<file path="src/mm3_pkg.sv">
// ============================================================================
// mm3_pkg
// Shared types, codes and constants of the streaming 128-bit block hash.
// ============================================================================
package mm3_pkg;

    localparam logic [63:0] H1_INIT = 64'h9368e53c2f6af274;
    localparam logic [63:0] H2_INIT = 64'h586dcd208f7cd3fd;
    localparam logic [63:0] C1_INIT = 64'h87c37b91114253d5;
    localparam logic [63:0] C2_INIT = 64'h4cf5ad432745937f;
    localparam logic [63:0] H1_ADD  = 64'h0000000052dce729;
    localparam logic [63:0] H2_ADD  = 64'h0000000038495ab5;
    localparam logic [63:0] C1_ADD  = 64'h000000007b7d159c;
    localparam logic [63:0] C2_ADD  = 64'h000000006bce6396;
    localparam logic [63:0] FMIX_M1 = 64'hff51afd7ed558ccd;
    localparam logic [63:0] FMIX_M2 = 64'hc4ceb9fe1a85ec53;

    localparam logic [4:0] BLOCK_BYTES = 5'd16;

    // Multiply operation sequence.
    localparam logic [2:0] OP_A_C1  = 3'd0;
    localparam logic [2:0] OP_A_C2  = 3'd1;
    localparam logic [2:0] OP_B_C2  = 3'd2;
    localparam logic [2:0] OP_B_C1  = 3'd3;
    localparam logic [2:0] OP_H1_M1 = 3'd4;
    localparam logic [2:0] OP_H1_M2 = 3'd5;
    localparam logic [2:0] OP_H2_M1 = 3'd6;
    localparam logic [2:0] OP_H2_M2 = 3'd7;

    localparam logic [1:0] X_A  = 2'd0;
    localparam logic [1:0] X_B  = 2'd1;
    localparam logic [1:0] X_H1 = 2'd2;
    localparam logic [1:0] X_H2 = 2'd3;

    localparam logic [1:0] Y_C1 = 2'd0;
    localparam logic [1:0] Y_C2 = 2'd1;
    localparam logic [1:0] Y_M1 = 2'd2;
    localparam logic [1:0] Y_M2 = 2'd3;

    localparam logic [2:0] WB_A_ROT = 3'd0;
    localparam logic [2:0] WB_B_ROT = 3'd1;
    localparam logic [2:0] WB_MIX1  = 3'd2;
    localparam logic [2:0] WB_MIX2  = 3'd3;
    localparam logic [2:0] WB_H1    = 3'd4;
    localparam logic [2:0] WB_H2    = 3'd5;

    typedef struct packed {
        logic [1:0] x_sel;
        logic [1:0] y_sel;
        logic       pre_xs;
        logic [2:0] wb;
    } mop_t;

    typedef struct packed {
        logic       load;
        logic       mul_start;
        logic [2:0] op;
        logic       mul_wb;
        logic       post;
        logic       fin0;
        logic       fin1;
        logic       fx;
        logic       fout;
    } mm3_cmd_t;

    function automatic mop_t mop_lookup(input logic [2:0] op);
        mop_t m;
        case (op)
            OP_A_C1:  m = '{x_sel: X_A,  y_sel: Y_C1, pre_xs: 1'b0, wb: WB_A_ROT};
            OP_A_C2:  m = '{x_sel: X_A,  y_sel: Y_C2, pre_xs: 1'b0, wb: WB_MIX1};
            OP_B_C2:  m = '{x_sel: X_B,  y_sel: Y_C2, pre_xs: 1'b0, wb: WB_B_ROT};
            OP_B_C1:  m = '{x_sel: X_B,  y_sel: Y_C1, pre_xs: 1'b0, wb: WB_MIX2};
            OP_H1_M1: m = '{x_sel: X_H1, y_sel: Y_M1, pre_xs: 1'b1, wb: WB_H1};
            OP_H1_M2: m = '{x_sel: X_H1, y_sel: Y_M2, pre_xs: 1'b1, wb: WB_H1};
            OP_H2_M1: m = '{x_sel: X_H2, y_sel: Y_M1, pre_xs: 1'b1, wb: WB_H2};
            OP_H2_M2: m = '{x_sel: X_H2, y_sel: Y_M2, pre_xs: 1'b1, wb: WB_H2};
            default:  m = '{x_sel: X_A,  y_sel: Y_C1, pre_xs: 1'b0, wb: WB_A_ROT};
        endcase
        return m;
    endfunction

    function automatic logic [63:0] xs33(input logic [63:0] k);
        return k ^ (k >> 33);
    endfunction

    function automatic logic [63:0] rotl23(input logic [63:0] x);
        return {x[40:0], x[63:41]};
    endfunction

    function automatic logic [63:0] rotl41(input logic [63:0] x);
        return {x[22:0], x[63:23]};
    endfunction

endpackage

</file>
<file path="src/mm3_ctrl.sv">
// ============================================================================
// mm3_ctrl
// Sequencer for block mixing and finalization, and the output valid flag.
// ============================================================================
module mm3_ctrl (
    input  logic               clk,
    input  logic               rst_n,
    input  logic               in_valid,
    input  logic               in_last,
    input  logic               in_nonzero,
    output logic               in_ready,
    output logic               out_valid,
    input  logic               out_ready,
    input  logic               mul_done,
    output mm3_pkg::mm3_cmd_t  cmd
);

    localparam logic [2:0] S_IDLE  = 3'd0;
    localparam logic [2:0] S_ISSUE = 3'd1;
    localparam logic [2:0] S_WAIT  = 3'd2;
    localparam logic [2:0] S_POST  = 3'd3;
    localparam logic [2:0] S_FIN0  = 3'd4;
    localparam logic [2:0] S_FIN1  = 3'd5;
    localparam logic [2:0] S_FX    = 3'd6;
    localparam logic [2:0] S_OUT   = 3'd7;

    logic [2:0] state_reg, state_next;
    logic [2:0] op_reg, op_next;
    logic       last_reg, last_next;
    logic       out_valid_reg, out_valid_next;

    always_comb
    begin
        state_next     = state_reg;
        op_next        = op_reg;
        last_next      = last_reg;
        out_valid_next = out_valid_reg && !out_ready;
        cmd            = '0;
        cmd.op         = op_reg;

        case (state_reg)
            S_IDLE:
            begin
                if (in_valid)
                begin
                    cmd.load  = 1'b1;
                    last_next = in_last;
                    if (!in_last || in_nonzero)
                    begin
                        op_next    = mm3_pkg::OP_A_C1;
                        state_next = S_ISSUE;
                    end
                    else
                    begin
                        state_next = S_FIN0;
                    end
                end
            end
            S_ISSUE:
            begin
                cmd.mul_start = 1'b1;
                state_next    = S_WAIT;
            end
            S_WAIT:
            begin
                if (mul_done)
                begin
                    cmd.mul_wb = 1'b1;
                    if (op_reg == mm3_pkg::OP_B_C1)
                    begin
                        state_next = S_POST;
                    end
                    else if (op_reg == mm3_pkg::OP_H2_M2)
                    begin
                        state_next = S_FX;
                    end
                    else
                    begin
                        op_next    = op_reg + 3'd1;
                        state_next = S_ISSUE;
                    end
                end
            end
            S_POST:
            begin
                cmd.post   = 1'b1;
                state_next = last_reg ? S_FIN0 : S_IDLE;
            end
            S_FIN0:
            begin
                cmd.fin0   = 1'b1;
                state_next = S_FIN1;
            end
            S_FIN1:
            begin
                cmd.fin1   = 1'b1;
                op_next    = mm3_pkg::OP_H1_M1;
                state_next = S_ISSUE;
            end
            S_FX:
            begin
                cmd.fx     = 1'b1;
                state_next = S_OUT;
            end
            S_OUT:
            begin
                if (!out_valid_reg || out_ready)
                begin
                    cmd.fout       = 1'b1;
                    out_valid_next = 1'b1;
                    state_next     = S_IDLE;
                end
            end
            default:
            begin
                state_next = S_IDLE;
            end
        endcase
    end

    always_ff @(posedge clk or negedge rst_n)
    begin
        if (!rst_n)
        begin
            state_reg     <= S_IDLE;
            op_reg        <= mm3_pkg::OP_A_C1;
            last_reg      <= 1'b0;
            out_valid_reg <= 1'b0;
        end
        else
        begin
            state_reg     <= state_next;
            op_reg        <= op_next;
            last_reg      <= last_next;
            out_valid_reg <= out_valid_next;
        end
    end

    assign in_ready  = (state_reg == S_IDLE);
    assign out_valid = out_valid_reg;

endmodule

</file>
<file path="config.mk">
export PLATFORM = sky130hd
export DESIGN_NAME = mm3_ctrl
export DESIGN_NICKNAME = d
export VERILOG_FILES = /design/src/mm3_pkg.sv /design/src/mm3_ctrl.sv
export SDC_FILE = /design/constraint.sdc
export NUM_CORES = 1
export LEC_CHECK = 0
export BUFFER_PORTS_ARGS = -buffer_cell sky130_fd_sc_hd__clkbuf_2
export CAP_MARGIN = 40
export CORE_AREA = 3 3 40 42
export CTS_CLUSTER_DIAMETER = 100
export DETAILED_ROUTE_END_ITERATION = 7
export DIE_AREA = 0 0 43 45
export PLACE_DENSITY = 0.74
export SLEW_MARGIN = 0
export SYNTH_ARGS = -nofsm -noshare
export SYNTH_HDL_FRONTEND = slang
export SYNTH_SLANG_ARGS = --single-unit
</file>
<file path="constraint.sdc">
create_clock -name clk -period 5.2 [get_ports clk]
set_clock_uncertainty 0.1 [all_clocks]
set_input_delay 0.52 -clock clk [delete_from_list [all_inputs] [get_ports clk]]
set_output_delay 0.52 -clock clk [all_outputs]
set_load 0.01 [all_outputs]
</file>
==> impl_results.md <==
- Slew at the pin with the worst max-slew slack: 569 ps
- Distinct cells, synth: 36
- Vias in the first global route: 495
- Number of antenna violations at the first check in global routing: 0
- CP Class: reg -> out
- Buffers inserted by post-CTS timing repair: 0
- Wire length of the first global-routing pass: 2.30 mm
- Total power of the final layout: 0.420 mW
- Number of hold-slack violations in the final timing report: 0
- Maximum number of pins on one net before global-route repair: 19
- Layout area overhead: 14.8%
- Sequential cell fraction of total power: 37.0%
- Highest fanout seen on the critical path: 18
- WL per Instance: 15.0 µm
- DRC errors left: 0
- Final ANT Viol Nets: 0
- Overall global routing resource usage: 16.3%
- Fraction of layout cells with a size suffix above 1: 33.3%
- Detailed Route Iter0 Violations: 13
- Clock sinks: 8
- Clock latency reported for the late side of the worst-skew pair: 260 ps
- Total via count after detailed routing: 571
- Synthesis Warnings: 0
- Core Box Area: 1280 µm²
- Rel. slew slack: 62.1%
- Pleak: 0.368 nW
- Max VDD drop: 0.000249 V
- Starting utilization of the core area: 48.8%
- Post-layout util: 56.0%
- Mapped Cells: 64
- Sequential cell area fraction in the yosys report: 31.9%
- Number of cell rows: 13
- Post-cts resize count: 0
- Element type at the critical path end: output pin
- Register area: 200 µm²
- Final HPWL from detailed placement: 1.06 mm
- Final setup violation count: 0
- Syn avg cell area: 9.79 µm²
- Fin Hold WS: 4.93 ps
- Die area: 1940 µm²
- Post-layout worst setup margin: 3090 ps
- Maximum root-to-sink buffer count: 2
- Area used by multi-input combinational logic: 368 µm²
- Max Slew Vio Count: 0
- Die X: 43 µm
- Unrepaired setup endpoints after global routing: no
- Sort of element at the start of the critical path: register
- Fin crit period: 2110 ps
- Share of power burned in the clock network: 11.7%
- Pwr Density: 583 nW/µm²
- # Max-Cap Violations: 0
- Netlist area before placement: 627 µm²
- Root Buffer: sky130_fd_sc_hd__clkbuf_4
- Internal power: 0.227 mW
- Vias per cell: 5.95
- Required time of the worst setup path: 4580 ps
- Share of Yosys cell area claimed by the top area cell type: 31.9%
- Quantity of hold-fixing buffers added after cts: 0
- Outcome: completed
- GR Overflow Total: 0
- Synthesized flop and latch total: 8
- Filler Cells Inserted: 117
- Post-route setup TNS: 0 ps
- Top area cells in the synthesized netlist: sky130_fd_sc_hd__dfrtp_1 (32%), sky130_fd_sc_hd__ha_1 (8.0%), sky130_fd_sc_hd__buf_6 (5.4%), sky130_fd_sc_hd__a211oi_1 (3.6%), sky130_fd_sc_hd__a31oi_1 (3.0%)
- Hold crit path type: in -> async
- Number of top-level pins: 20
- Maximum clock rate: 0.474 GHz
- Switching Fraction: 46.0%
- Switching pwr: 0.193 mW
- H-tree depth: 1
- Die Height: 45 µm
- Net count of the finished layout: 94
- CTS tree: yes
- Cell taking the most area after synthesis: sky130_fd_sc_hd__dfrtp_1
- First-pass detailed-route iteration total: 4
- Number of buffers inserted during clock tree synthesis: 3
- GP Congestion: 0.857
- Reg clk slew, reported paths: 60 ps
- Final WL: 1.44 mm
- Worst Path Arrival: 1490 ps
- Placement Setup Slack: 3330 ps
- Buffers added on ports: 19
- Antenna diodes: 0
- Share of power burned in combinational logic: 51.3%
- Fin crit share: 40.6%
- Synthesized net count: 75
[routing by layer]
layer	vias up	track usage [%]	part of all wire, %
met5	-	0	0
met3	5	3.98	4.9
met4	0	10.8	3.1
li1	275	-	-
met1	272	21.3	46
met2	19	24.0	46
[logic make-up (layout without fill, tap and decap cells)]
logic type      count (synthesis)  after routing  share of synthesized area [%]
flops                           8              8                           31.9
mux                             2              2                           4.19
simple gates                   19             19                           19.8
compound gates                 22             22                           26.7
fa+ha+maj                       4              4                           7.98
buf+inv                         9             26                           9.38
[layout by cell type (no fill, tap or decap), types with 2 or more instances in the layout]
cell / instances
sky130_fd_sc_hd__a211oi_1: 3
sky130_fd_sc_hd__a21oi_1: 2
sky130_fd_sc_hd__a2bb2oi_1: 2
sky130_fd_sc_hd__a31oi_1: 3
sky130_fd_sc_hd__clkbuf_2: 19
sky130_fd_sc_hd__clkbuf_4: 3
sky130_fd_sc_hd__dfrtp_1: 8
sky130_fd_sc_hd__ha_1: 4
sky130_fd_sc_hd__inv_1: 3
sky130_fd_sc_hd__nand2_1: 2
sky130_fd_sc_hd__nand2b_1: 2
sky130_fd_sc_hd__nand3_1: 2
sky130_fd_sc_hd__nor2_1: 2
sky130_fd_sc_hd__nor3b_1: 2
sky130_fd_sc_hd__o211ai_1: 2
sky130_fd_sc_hd__o21ai_1: 2
[synthesized netlist by cell type]
cell and count:
sky130_fd_sc_hd__nand2b_1 2, sky130_fd_sc_hd__nor2b_1 1, sky130_fd_sc_hd__and2b_2 1, sky130_fd_sc_hd__and2_1 1, sky130_fd_sc_hd__a211oi_2 1, sky130_fd_sc_hd__nor2_1 2
sky130_fd_sc_hd__o21bai_1 1, sky130_fd_sc_hd__a22o_1 1, sky130_fd_sc_hd__ha_1 4, sky130_fd_sc_hd__nor3_1 1, sky130_fd_sc_hd__and3_1 1, sky130_fd_sc_hd__inv_1 3
sky130_fd_sc_hd__nor3_2 1, sky130_fd_sc_hd__o21a_1 1, sky130_fd_sc_hd__buf_6 3, sky130_fd_sc_hd__a31oi_1 3, sky130_fd_sc_hd__nand3b_1 1, sky130_fd_sc_hd__dfrtp_1 8
sky130_fd_sc_hd__mux2_4 1, sky130_fd_sc_hd__o211a_1 1, sky130_fd_sc_hd__buf_2 2, sky130_fd_sc_hd__inv_2 1, sky130_fd_sc_hd__o211ai_1 2, sky130_fd_sc_hd__nor3b_1 2
sky130_fd_sc_hd__and4bb_1 1, sky130_fd_sc_hd__mux2_1 1, sky130_fd_sc_hd__o21ai_1 2, sky130_fd_sc_hd__a32o_1 1, sky130_fd_sc_hd__a2bb2oi_1 2, sky130_fd_sc_hd__a21oi_1 2
sky130_fd_sc_hd__o311a_1 1, sky130_fd_sc_hd__o31ai_1 1, sky130_fd_sc_hd__or3b_1 1, sky130_fd_sc_hd__nand3_1 2, sky130_fd_sc_hd__a211oi_1 3, sky130_fd_sc_hd__nand2_1 2
[worst max-delay path: stages (launching register included)]
cell	delay [ps]
sky130_fd_sc_hd__dfrtp_1	700
sky130_fd_sc_hd__nand3_1	240
sky130_fd_sc_hd__nor2b_1	160
sky130_fd_sc_hd__clkbuf_2	140
[stage by stage]
step	std cells	instance area, µm²
floorplan	64	627
global placement	93	697
detailed placement	93	697
CTS	96	719
global route	96	719
finish	96	719
[path summary, 6_finish.rpt]
path | slack, ps | startpoint | endpoint | cells after the start
max reg2reg | 3300 | op_reg[0] | state_reg[2] | 5
min in group clk | 410 | op_reg[0] | op_reg[0] | 1
max in group asynchronous | 4800 | rst_n | last_reg | 1
max | 3090 | state_reg[0] | cmd[0] | 3
min | 5 | rst_n | op_reg[0] | 1
min reg2reg | 410 | op_reg[0] | op_reg[0] | 1
[area by class of cell]
class / count / share of cell area, %
repair buffers: 19 / 13.2
multi-input cells: 47 / 51.1
inverters: 4 / 2.09
flip-flops and latches: 8 / 27.8
well taps: 15 / 2.61
clock buffers: 3 / 3.13
[power by group through the flow]
| stage | Sequential [mW] | Combinational, mW | Clock [mW] |
|---|---|---|---|
| after floorplan | 0.116 | 0.209 | 0 |
| after global placement | 0.154 | 0.211 | 0 |
| after detailed placement | 0.155 | 0.215 | 0 |
| after CTS | 0.153 | 0.216 | 0.0496 |
| after global routing | 0.164 | 0.238 | 0.0521 |
| final | 0.155 | 0.215 | 0.0491 |
Note: power is estimated with default switching activity, not from simulation.
